File: src/rtl/core/dsf_pkg.sv
package dsf_pkg;

   // parser phase, one-hot
   typedef enum logic [2:0] {
      PH_HEADER = 3'b001,
      PH_DATA   = 3'b010,
      PH_SKIP   = 3'b100
   } phase_type;

   // result kinds
   typedef enum logic [1:0] {
      KIND_DATA       = 2'd0,
      KIND_HDR_OK     = 2'd1,
      KIND_HDR_ERROR  = 2'd2
   } kind_type;

   // header error codes
   typedef enum logic [3:0] {
      ERR_TRUNCATED = 4'd0,
      ERR_DSD_ID    = 4'd1,
      ERR_DSD_SIZE  = 4'd2,
      ERR_FMT_ID    = 4'd3,
      ERR_FMT_SIZE  = 4'd4,
      ERR_VERSION   = 4'd5,
      ERR_FORMAT    = 4'd6,
      ERR_CHANNELS  = 4'd7,
      ERR_RATE      = 4'd8,
      ERR_BITS      = 4'd9,
      ERR_BLOCK     = 4'd10,
      ERR_DATA_ID   = 4'd11
   } err_type;

   // header layout
   localparam int HDR_POS_W = 7;
   localparam logic [HDR_POS_W-1:0] POS_DSD_END  = 7'd27;
   localparam logic [HDR_POS_W-1:0] POS_FMT_END  = 7'd79;
   localparam logic [HDR_POS_W-1:0] POS_HDR_LAST = 7'd91;

   // chunk ids, little endian
   localparam logic [31:0] ID_DSD  = 32'h2044_5344;
   localparam logic [31:0] ID_FMT  = 32'h2074_6D66;
   localparam logic [31:0] ID_DATA = 32'h6174_6164;

   localparam logic [63:0] DSD_CHUNK_SIZE = 64'd28;
   localparam logic [63:0] FMT_CHUNK_SIZE = 64'd52;

   // sampling rates
   localparam logic [31:0] RATE_DSD64  = 32'd2822400;
   localparam logic [31:0] RATE_DSD128 = 32'd5644800;
   localparam logic [31:0] RATE_DSD256 = 32'd11289600;

   // stored channel count, enough for counts up to eight
   localparam int CCOUNT_W = 4;
   // per-channel byte limit and counters, ceil(2^64 / 8) needs 62 bits
   localparam int LIMIT_W = 62;

endpackage

File: src/rtl/core/dsf_stream_header_and_deinterleave.sv
// a result is registered and appears on rsp_ in the cycle after its request is accepted
// throughput: one request per cycle; the single result register with its valid
//   bit is the only holding point, so req_stall follows rsp_stall only while it is full
// reset: synchronous, active high; returns to header phase with no error latched
//   and clears the channel routing state
module dsf_stream_header_and_deinterleave #(
   parameter int MAX_CHANNELS = 6
) (
   input  logic        clock,
   input  logic        reset,
   input  logic        req_valid,
   output logic        req_stall,
   input  logic [7:0]  req_in_byte,
   input  logic        req_end_of_file,
   output logic        rsp_valid,
   input  logic        rsp_stall,
   output dsf_pkg::kind_type rsp_kind,
   output logic [2:0]  rsp_channel,
   output logic [7:0]  rsp_data_byte,
   output dsf_pkg::err_type rsp_error_code,
   output logic [2:0]  rsp_channel_count,
   output logic [1:0]  rsp_rate_code,
   output logic [31:0] rsp_block_size,
   output logic [63:0] rsp_sample_count,
   output logic [63:0] rsp_data_chunk_size,
   output logic [63:0] rsp_total_file_size,
   output logic [63:0] rsp_metadata_offset,
   output logic [31:0] rsp_channel_type
);
   import dsf_pkg::*;

   // control state
   phase_type             phase_ff, phase_in;
   logic [HDR_POS_W-1:0]  header_position_ff, header_position_in;
   logic [63:0]           field_shift_ff, field_shift_in;
   logic [2:0]            byte_in_field_ff, byte_in_field_in;
   logic                  err_valid_ff, err_valid_in;
   err_type               err_code_ff, err_code_in;
   logic [31:0]           block_offset_ff, block_offset_in;
   logic [2:0]            current_channel_ff, current_channel_in;
   logic [LIMIT_W-1:0]    limit_ff, limit_in;
   logic [LIMIT_W-1:0]    count_ff [MAX_CHANNELS];
   logic [LIMIT_W-1:0]    count_in [MAX_CHANNELS];

   // captured header fields
   logic [63:0]           total_ff, total_in;
   logic [63:0]           meta_ff, meta_in;
   logic [63:0]           samples_ff, samples_in;
   logic [63:0]           dsize_ff, dsize_in;
   logic [31:0]           ctype_ff, ctype_in;
   logic [CCOUNT_W-1:0]   ccount_ff, ccount_in;
   logic [1:0]            rate_ff, rate_in;
   logic [31:0]           block_ff, block_in;

   // result register
   logic                  rsp_valid_ff, rsp_valid_in;
   kind_type              rsp_kind_ff, res_kind;
   logic [2:0]            rsp_channel_ff, res_channel;
   logic [7:0]            rsp_data_ff, res_data;
   err_type               rsp_code_ff, res_code;
   logic                  res_hit, res_hdr;

   // per-request working signals
   logic                  req_accept;
   logic [63:0]           shift_in;
   logic [31:0]           word;
   logic                  field_end;
   logic                  chunk_end;
   logic                  flag_hit;
   err_type               flag_code;
   logic                  err_any;
   err_type               err_any_code;
   logic [LIMIT_W-1:0]    sel_count;
   logic                  ch_ok;
   logic [31:0]           offset_inc;
   logic [CCOUNT_W-1:0]   ch_inc;

   // request side holds off only while a finished result is waiting and rsp_stall is high
   assign req_stall  = rsp_valid_ff & rsp_stall;
   assign req_accept = req_valid & ~req_stall;

   // field assembly, little endian
   assign shift_in = field_shift_ff | ({56'd0, req_in_byte} << {byte_in_field_ff, 3'b000});
   assign word     = shift_in[31:0];
   assign chunk_end = (header_position_ff == POS_DSD_END) ||
                      (header_position_ff == POS_FMT_END) ||
                      (header_position_ff == POS_HDR_LAST);

   // field boundaries
   always_comb begin
      case (header_position_ff) inside
         7'd3, 7'd11, 7'd19, 7'd27, 7'd31, 7'd39, 7'd43, 7'd47, 7'd51,
         7'd55, 7'd59, 7'd63, 7'd71, 7'd75, 7'd79, 7'd83, 7'd91: field_end = 1'b1;
         default: field_end = 1'b0;
      endcase
   end

   // field checks and captures
   always_comb begin
      flag_hit   = 1'b0;
      flag_code  = ERR_TRUNCATED;
      total_in   = total_ff;
      meta_in    = meta_ff;
      samples_in = samples_ff;
      dsize_in   = dsize_ff;
      ctype_in   = ctype_ff;
      ccount_in  = ccount_ff;
      rate_in    = rate_ff;
      block_in   = block_ff;
      unique case (header_position_ff)
         7'd3: begin
            flag_hit  = (word != ID_DSD);
            flag_code = ERR_DSD_ID;
         end
         7'd11: begin
            flag_hit  = (shift_in != DSD_CHUNK_SIZE);
            flag_code = ERR_DSD_SIZE;
         end
         7'd19: total_in = shift_in;
         7'd27: meta_in  = shift_in;
         7'd31: begin
            flag_hit  = (word != ID_FMT);
            flag_code = ERR_FMT_ID;
         end
         7'd39: begin
            flag_hit  = (shift_in != FMT_CHUNK_SIZE);
            flag_code = ERR_FMT_SIZE;
         end
         7'd43: begin
            flag_hit  = (word != 32'd1);
            flag_code = ERR_VERSION;
         end
         7'd47: begin
            flag_hit  = (word != 32'd0);
            flag_code = ERR_FORMAT;
         end
         7'd51: ctype_in = word;
         7'd55: begin
            flag_hit  = (word == 32'd0) || (word > 32'(MAX_CHANNELS));
            flag_code = ERR_CHANNELS;
            ccount_in = word[CCOUNT_W-1:0];
         end
         7'd59: begin
            flag_code = ERR_RATE;
            if (word == RATE_DSD64) begin
               rate_in = 2'd0;
            end else if (word == RATE_DSD128) begin
               rate_in = 2'd1;
            end else if (word == RATE_DSD256) begin
               rate_in = 2'd2;
            end else begin
               rate_in  = 2'd0;
               flag_hit = 1'b1;
            end
         end
         7'd63: begin
            flag_hit  = (word != 32'd1);
            flag_code = ERR_BITS;
         end
         7'd71: samples_in = shift_in;
         7'd75: begin
            flag_hit  = (word == 32'd0);
            flag_code = ERR_BLOCK;
            block_in  = word;
         end
         7'd83: begin
            flag_hit  = (word != ID_DATA);
            flag_code = ERR_DATA_ID;
         end
         7'd91: dsize_in = shift_in;
         default: ;
      endcase
   end

   // first error wins
   assign err_any      = err_valid_ff | flag_hit;
   assign err_any_code = err_valid_ff ? err_code_ff : flag_code;

   // byte counter of the current channel
   always_comb begin
      sel_count = '0;
      ch_ok     = 1'b0;
      for (int i = 0; i < MAX_CHANNELS; i++) begin
         if (int'(current_channel_ff) == i) begin
            sel_count = count_ff[i];
            ch_ok     = 1'b1;
         end
      end
   end

   assign offset_inc = block_offset_ff + 32'd1;
   assign ch_inc     = {1'b0, current_channel_ff} + 4'd1;

   // next state and result
   always_comb begin
      phase_in           = phase_ff;
      header_position_in = header_position_ff;
      field_shift_in     = field_shift_ff;
      byte_in_field_in   = byte_in_field_ff;
      err_valid_in       = err_valid_ff;
      err_code_in        = err_code_ff;
      block_offset_in    = block_offset_ff;
      current_channel_in = current_channel_ff;
      limit_in           = limit_ff;
      for (int i = 0; i < MAX_CHANNELS; i++) begin
         count_in[i] = count_ff[i];
      end
      res_hit     = 1'b0;
      res_hdr     = 1'b0;
      res_kind    = KIND_DATA;
      res_channel = 3'd0;
      res_data    = 8'd0;
      res_code    = ERR_TRUNCATED;

      if (req_accept) begin
         unique case (phase_ff)
            PH_HEADER: begin
               header_position_in = header_position_ff + 7'd1;
               if (field_end) begin
                  field_shift_in   = '0;
                  byte_in_field_in = 3'd0;
               end else begin
                  field_shift_in   = shift_in;
                  byte_in_field_in = byte_in_field_ff + 3'd1;
               end
               err_valid_in = err_any;
               err_code_in  = err_any_code;

               if (chunk_end && err_any) begin
                  res_hit  = 1'b1;
                  res_kind = KIND_HDR_ERROR;
                  res_code = err_any_code;
                  phase_in = PH_SKIP;
               end else if (header_position_ff == POS_HDR_LAST) begin
                  res_hit  = 1'b1;
                  res_hdr  = 1'b1;
                  res_kind = KIND_HDR_OK;
                  for (int i = 0; i < MAX_CHANNELS; i++) begin
                     count_in[i] = '0;
                  end
                  block_offset_in    = '0;
                  current_channel_in = 3'd0;
                  limit_in = {1'b0, samples_ff[63:3]} + LIMIT_W'(|samples_ff[2:0]);
                  phase_in = PH_DATA;
               end else if (req_end_of_file) begin
                  res_hit  = 1'b1;
                  res_kind = KIND_HDR_ERROR;
                  res_code = ERR_TRUNCATED;
               end
            end
            PH_DATA: begin
               if (ch_ok && (sel_count < limit_ff)) begin
                  res_hit     = 1'b1;
                  res_kind    = KIND_DATA;
                  res_channel = current_channel_ff;
                  res_data    = req_in_byte;
                  for (int i = 0; i < MAX_CHANNELS; i++) begin
                     if (int'(current_channel_ff) == i) begin
                        count_in[i] = count_ff[i] + LIMIT_W'(1);
                     end
                  end
               end
               // interleave routing
               if (offset_inc >= block_ff) begin
                  block_offset_in    = '0;
                  current_channel_in = (ch_inc >= ccount_ff) ? 3'd0 : ch_inc[2:0];
               end else begin
                  block_offset_in = offset_inc;
               end
            end
            PH_SKIP: ;
            default: ;
         endcase

         // end of file brings the parser back to a fresh header
         if (req_end_of_file) begin
            phase_in           = PH_HEADER;
            header_position_in = '0;
            field_shift_in     = '0;
            byte_in_field_in   = 3'd0;
            err_valid_in       = 1'b0;
            err_code_in        = ERR_TRUNCATED;
         end
      end

      rsp_valid_in = (rsp_valid_ff & rsp_stall) | (req_accept & res_hit);
   end

   // control registers
   always_ff @(posedge clock) begin
      if (reset) begin
         phase_ff           <= PH_HEADER;
         header_position_ff <= '0;
         field_shift_ff     <= '0;
         byte_in_field_ff   <= 3'd0;
         err_valid_ff       <= 1'b0;
         err_code_ff        <= ERR_TRUNCATED;
         block_offset_ff    <= '0;
         current_channel_ff <= 3'd0;
         limit_ff           <= '0;
         rsp_valid_ff       <= 1'b0;
         for (int i = 0; i < MAX_CHANNELS; i++) begin
            count_ff[i] <= '0;
         end
      end else begin
         phase_ff           <= phase_in;
         header_position_ff <= header_position_in;
         field_shift_ff     <= field_shift_in;
         byte_in_field_ff   <= byte_in_field_in;
         err_valid_ff       <= err_valid_in;
         err_code_ff        <= err_code_in;
         block_offset_ff    <= block_offset_in;
         current_channel_ff <= current_channel_in;
         limit_ff           <= limit_in;
         rsp_valid_ff       <= rsp_valid_in;
         for (int i = 0; i < MAX_CHANNELS; i++) begin
            count_ff[i] <= count_in[i];
         end
      end
   end

   // captured header fields, written only by header bytes
   always_ff @(posedge clock) begin
      if (req_accept && (phase_ff == PH_HEADER)) begin
         total_ff   <= total_in;
         meta_ff    <= meta_in;
         samples_ff <= samples_in;
         dsize_ff   <= dsize_in;
         ctype_ff   <= ctype_in;
         ccount_ff  <= ccount_in;
         rate_ff    <= rate_in;
         block_ff   <= block_in;
      end
   end

   // result payload
   always_ff @(posedge clock) begin
      if (req_accept && res_hit) begin
         rsp_kind_ff         <= res_kind;
         rsp_channel_ff      <= res_channel;
         rsp_data_ff         <= res_data;
         rsp_code_ff         <= res_code;
         rsp_channel_count   <= res_hdr ? ccount_in[2:0] : 3'd0;
         rsp_rate_code       <= res_hdr ? rate_in : 2'd0;
         rsp_block_size      <= res_hdr ? block_in : 32'd0;
         rsp_sample_count    <= res_hdr ? samples_in : 64'd0;
         rsp_data_chunk_size <= res_hdr ? dsize_in : 64'd0;
         rsp_total_file_size <= res_hdr ? total_in : 64'd0;
         rsp_metadata_offset <= res_hdr ? meta_in : 64'd0;
         rsp_channel_type    <= res_hdr ? ctype_in : 32'd0;
      end
   end

   assign rsp_valid      = rsp_valid_ff;
   assign rsp_kind       = rsp_kind_ff;
   assign rsp_channel    = rsp_channel_ff;
   assign rsp_data_byte  = rsp_data_ff;
   assign rsp_error_code = rsp_code_ff;

   // routing stays inside the configured channels
   a_chan_in_range: assert property (@(posedge clock) disable iff (reset)
      (phase_ff == PH_DATA) |-> ({1'b0, current_channel_ff} < ccount_ff))
      else $error("current channel beyond channel count");

   // block offset never reaches the block size
   a_offset_in_block: assert property (@(posedge clock) disable iff (reset)
      (phase_ff == PH_DATA) |-> (block_offset_ff < block_ff))
      else $error("block offset out of range");

   // data phase is only entered with a clean header
   a_data_no_error: assert property (@(posedge clock) disable iff (reset)
      (phase_ff == PH_DATA) |-> !err_valid_ff)
      else $error("data phase with a latched header error");

   // end of file restarts header capture
   a_eof_restart: assert property (@(posedge clock) disable iff (reset)
      (req_accept && req_end_of_file) |=>
         (phase_ff == PH_HEADER) && (header_position_ff == '0) && !err_valid_ff)
      else $error("end of file did not restart header");

   // a data result carries a routed channel below the channel limit
   a_data_channel: assert property (@(posedge clock) disable iff (reset)
      (rsp_valid_ff && (rsp_kind_ff == KIND_DATA)) |-> (int'(rsp_channel_ff) < MAX_CHANNELS))
      else $error("data result on an invalid channel");

endmodule
File: config.mk
export PLATFORM = sky130hd
export DESIGN_NAME = dsf_stream_header_and_deinterleave
export DESIGN_NICKNAME = d
export VERILOG_FILES = /design/src/rtl/core/dsf_pkg.sv /design/src/rtl/core/dsf_stream_header_and_deinterleave.sv
export SDC_FILE = /design/constraint.sdc
export NUM_CORES = 2
export LEC_CHECK = 0
export BUFFER_PORTS_ARGS = -buffer_cell sky130_fd_sc_hd__buf_2
export CAP_MARGIN = 10
export CELL_PAD_IN_SITES_DETAIL_PLACEMENT = 1
export CELL_PAD_IN_SITES_GLOBAL_PLACEMENT = 2
export CORE_AREA = 3 3 395 397
export DETAILED_ROUTE_END_ITERATION = 16
export DIE_AREA = 0 0 398 400
export GPL_ROUTABILITY_DRIVEN = 0
export HOLD_SLACK_MARGIN = 0.1
export PLACE_DENSITY_LB_ADDON = 0.2
export SETUP_SLACK_MARGIN = 0.4
export SLEW_MARGIN = 30
export SYNTH_ARGS = -nofsm -noshare
export SYNTH_HDL_FRONTEND = slang
export SYNTH_SLANG_ARGS = --single-unit
File: constraint.sdc
create_clock -name clock -period 34.8 [get_ports clock]
set_input_delay 0 -clock clock [delete_from_list [all_inputs] [get_ports clock]]
set_output_delay 0 -clock clock [all_outputs]
set_load 0.02 [all_outputs]
==> impl.org <==
** Global routing
- Global routing consumed, over all layers together, between 20% and 30% of the routing resources.
- The initial antenna violation count is 11.
- Entering global routing, the biggest net connects 198 pins.
- Wire length of the first global-routing pass :: between 300000 and 400000 um
- The number of global-route vias before repair is 50300.
- GRT overflow :: 0

** Detailed routing
- The routed design uses around 14000 um of met3 wire.
- DRC marker count from the first detailed-route iteration :: ~4400
- Highest layer used for signal routing :: met4
- Met1 Routed Length :: 99200 um
- Detailed routing placed a total of 103000 um of wire on met2.
- Antenna-violating nets left :: 0
- Number of vias after detailed routing :: 50900
- In the final routed layout, each cell accounts on average for roughly 26 um.
- Post-route DRC violation count :: 0
- For this run, the detailed router's first-pass iteration total came to 6.
- Mean number of vias per cell :: 5.90
- Routed Wire Length :: ~220000 um

** Power
- Pwr Density :: 48.7 mW/mm2
- The analysis attributes to cell leakage a power of 23.5 nW.
- Worst-case vdd ir drop :: 46.9 uV

** Final layout
- Count of filler cells inserted in the layout :: between 15000 and 20000
- Layout cell share with drive strength beyond 1 :: between 10% and 20%
- The area growth from synthesis to layout is 14.9%.
- In the final design database the tool counted 6610 nets.
- At the end of the flow the core is filled with cells to 44.9%.

** Worst hold path
- The path class of the tightest hold or removal check is in -> reg.

** STA
- After routing, the total negative slack on setup checks comes to 0 ns.
- The smallest clock period supported by the final layout is computed as between 8 and 9 ns.
- Count of final hold-check violations :: 0
- Achievable frequency :: 0.118 GHz
- The worst pin sits at a relative slew slack of 29.7%.
- Final cycle utilization of the critical path :: 24.3%
- On the final layout, the worst clock skew is 0.0606 ns.
- Unrepaired setup endpoints after global routing :: false
- Count of pins over their slew limit :: 0
- # setup viols final :: 0
- Transition time at the pin with the least slew margin :: 1.05 ns
- Final hold analysis gives a worst-case slack of 0.222 ns.
- Final worst-path setup slack :: roughly 26 ns

** Setup path
- In this run the worst setup path terminates at rsp_metadata_offset[35].
- Among cell families on the critical path, the largest total delay comes from compound AO/OA/AOI/OAI gates.
- Data on the critical path arrives at its endpoint at slightly below 9 ns.
- The number of buffers and inverters on the critical path is 5.
- Critical path endpoint category :: flop
- Startpoint class of the critical path :: flop
- Cell with the most instances on the worst path :: buf_4
- The worst register-to-register path ends at rsp_metadata_offset[35].
- Of all nets on the critical path, the largest fanout is 74.
- The critical path crosses 20 cells after its start point.
- The number of cells on the worst reg-to-reg path is 20.
- The worst register-to-register path begins at current_channel_ff[1].
- The largest individual stage delay along the critical path comes from the cell buf_4.
- Walking the worst path, the cells encountered are inv_1, ha_1, nand2_1, nor2_4, buf_4, a221oi_1, o311ai_0, o21ai_0, o21ai_0, ha_1, a2111oi_0, o211ai_1, o211ai_1, o2111ai_1, o31ai_1, nand2_2, o21ai_4, buf_4, buf_6, buf_4.
- Largest stage delay on the critical path :: 0.79 ns
- For flop-to-flop paths, the worst setup slack is between 20 and 30 ns.
- For the worst setup path, the data required time is 35.21 ns.
- Worst setup path startpoint :: current_channel_ff[1]
- Critical Setup Path Class :: reg -> reg

** Yosys
- The netlist uses 99 different library cells.
- Share of flip-flops with an asynchronous set or reset :: 0%
- Portion of the post-synthesis area used by sequential elements :: 52.2%
- In this run the mean area of a mapped cell was 9.46 um2.
- Number of register bits inferred by synthesis :: 1220
- Syn Nets :: around 6400
- Post-Synthesis Cells :: 6294
- Most instantiated flip-flop cell in the synthesis netlist :: edfxtp_1
- After synthesis the cells add up to 0.0596 mm2.
- Count of flip-flops with a built-in enable after synthesis :: 668
- For this run, the number of Yosys warnings is 0.

** CTS
- For this design, the sink count on the clock tree is 1220.
- Buffers inserted during clock tree synthesis total 144.
- Worst-path clk slew :: 0.06 ns
- Clock latency of the later-clocked register in the worst-skew pair :: 0.80 ns
- Post-CTS Setup Inserts :: 0
- TritonCTS built the clock tree.
- The tree is rooted in a clkbuf_16.
- CTS built an H-tree with a depth of 4.
- The clock passes through at most 3 buffers.

** Floorplan
- The region available for standard cell placement spans 0.152 mm2.
- Standard-cell row count :: 143
- In this run the count of I/O pins placed on the die edge is between 300 and 400.
- From bottom edge to top edge, the die measures 400 um.
- Once the floorplan was initialized, standard cells occupied 39.1% of the core.
- Width of the die :: 398 um
- Die area :: around 0.16 mm2

** Place
- Setup slack after placement :: ~26 ns
- IO buf count :: 356
- Half-perimeter wire length after placement :: 155000 um

** Outcome
- Outcome :: complete, no violations

** Flow run
- Number of max-capacitance violations reported :: 0
==> cell usage after synthesis (23+ instances only) <==
master    instances  share of area [%]
nand2_1         767                4.8
edfxtp_1        668                 34
o21ai_0         569                4.8
dfxtp_1         552                 19
nor2_1          426                2.7
clkbuf_1        388                2.4
a21oi_1         383                3.2
nor2b_1         347                3.6
nand3_1         202                1.7
inv_1           175                1.1
nor3_1          166                1.4
nand4_1         138                1.4
or3_1           122                1.3
ha_1            113                2.4
xnor2_1          92                1.4
and3_1           84               0.88
nor4_1           76               0.80
xor2_1           73                1.1
or4_1            68               0.86
a211oi_1         67               0.84
a221oi_1         64               0.94
o311ai_0         63               0.93
mux2i_1          61                1.0
and2_1           57               0.60
o31ai_1          51               0.64
a31oi_1          47               0.49
a21o_1           46               0.58
and4_1           38               0.56
o211ai_1         32               0.40
buf_2            24               0.20
nand4b_1         23               0.34
==> per-layer routing <==
metal | track usage [%] | vias up
met5 | 0 | -
met2 | 43.8 | 1495
met3 | 4.96 | 352
met1 | 37.8 | 25700
li1 | - | 23400
met4 | 9.25 | 0
==> per-stage QoR <==
| step | instance area [um2] | instances | power (mW) |
|---|---|---|---|
| after floorplan | 59600 | 6294 | 1.77 |
| after global placement | 63300 | 8351 | 1.82 |
| after detailed placement | 63400 | 8352 | 1.82 |
| after CTS | 68400 | 8629 | 3.36 |
| after global routing | 68400 | 8630 | 3.44 |
| final | 68400 | 8636 | 3.33 |
==> kinds of logic (layout without fill, tap and decap cells) <==
group	count (synthesis)	count (layout)	synth area share (%)
AND/OR/NAND/NOR	2616	2616	22.4
other	0	6	0
adder cells (fa/ha/maj)	113	113	2.37
flip-flops	1220	1220	52.2
buffers and inverters	614	920	3.96
multiplexers	63	63	1.06
AO/OA/AOI/OAI	1503	1503	15.5
XOR/XNOR	165	165	2.43
==> worst min path at each step <==
| stage | startpoint | to | slack [ns] | cells after the start |
|---|---|---|---|---|
| finish | req_in_byte[4] | rsp_data_byte[4] | 0.22 | 3 |
| global route | req_in_byte[4] | rsp_data_byte[4] | 0.18 | 3 |
| CTS | req_in_byte[4] | rsp_data_byte[4] | 0.14 | 3 |
| detailed placement | req_in_byte[1] | rsp_data_byte[1] | 0.37 | 2 |
| global placement | req_in_byte[5] | rsp_data_byte[5] | 0.37 | 2 |
| floorplan | req_in_byte[0] | rsp_data_byte[0] | 0.20 | 1 |
==> power breakdown <==
group	total (mW)	switching (mW)	internal, mW
sequential	1.61	0.0282	1.58
clock	1.54	0.661	0.877
combinational	0.188	0.137	0.0510
total	3.33	0.826	2.51
==> flip-flops by register name (all words and copies together), names as in the netlist, 62 cells and up <==
| signal | flops |
|---|---|
| rsp_sample_count | 64 |
| count_ff | 372 |
| field_shift_ff | 64 |
| limit_ff | 62 |
| total_ff | 64 |
| dsize_ff | 64 |
| meta_ff | 64 |
| rsp_metadata_offset | 64 |
| rsp_total_file_size | 64 |
| rsp_data_chunk_size | 64 |
| samples_ff | 64 |
==> placed cells by master (no fill, tap or decap), types with 35 or more instances in the layout <==
cell type,synthesis,layout
nand2_1,767,759
edfxtp_1,668,668
o21ai_0,569,568
dfxtp_1,552,552
nor2_1,426,420
a21oi_1,383,375
buf_2,24,355
nor2b_1,347,345
nand3_1,202,200
inv_1,175,175
nor3_1,166,164
clkbuf_16,0,145
nand4_1,138,138
or3_1,122,121
ha_1,113,112
buf_4,3,102
xnor2_1,92,92
and3_1,84,83
xor2_1,73,73
nor4_1,76,73
a211oi_1,67,67
or4_1,68,67
a221oi_1,64,64
o311ai_0,63,63
mux2i_1,61,61
and2_1,57,55
o31ai_1,51,49
a21o_1,46,46
a31oi_1,47,40
and4_1,38,38
clkbuf_1,388,35
==> worst register-to-register path, cell delays in order (launching register included) <==
cell	delay [ns]
dfxtp_1	0.40
inv_1	0.17
ha_1	0.31
nand2_1	0.47
nor2_4	0.20
buf_4	0.55
a221oi_1	0.23
o311ai_0	0.37
o21ai_0	0.14
o21ai_0	0.19
ha_1	0.30
a2111oi_0	0.69
o211ai_1	0.20
o211ai_1	0.15
o2111ai_1	0.13
o31ai_1	0.42
nand2_2	0.18
o21ai_4	0.68
buf_4	0.72
buf_6	0.75
buf_4	0.81
==> repair_timing <==
item | CTS | global route
hold buffers | 15 | 0
hold endpoints to repair | 116 | 0
resized for setup | 0 | 0
==> area by class of cell <==
class                   count  area [um2]  area share, %
inverters                 176         668          0.976
clock buffers             201        4050           5.92
diodes                      6        15.0         0.0219
multi-input cells        4460       26400           38.6
flip-flops and latches   1220       31100           45.5
repair buffers            482        2850           4.16
clock inverters            61         761           1.11
well taps                2030        2540           3.71
Note: power is estimated with default switching activity, not from simulation.
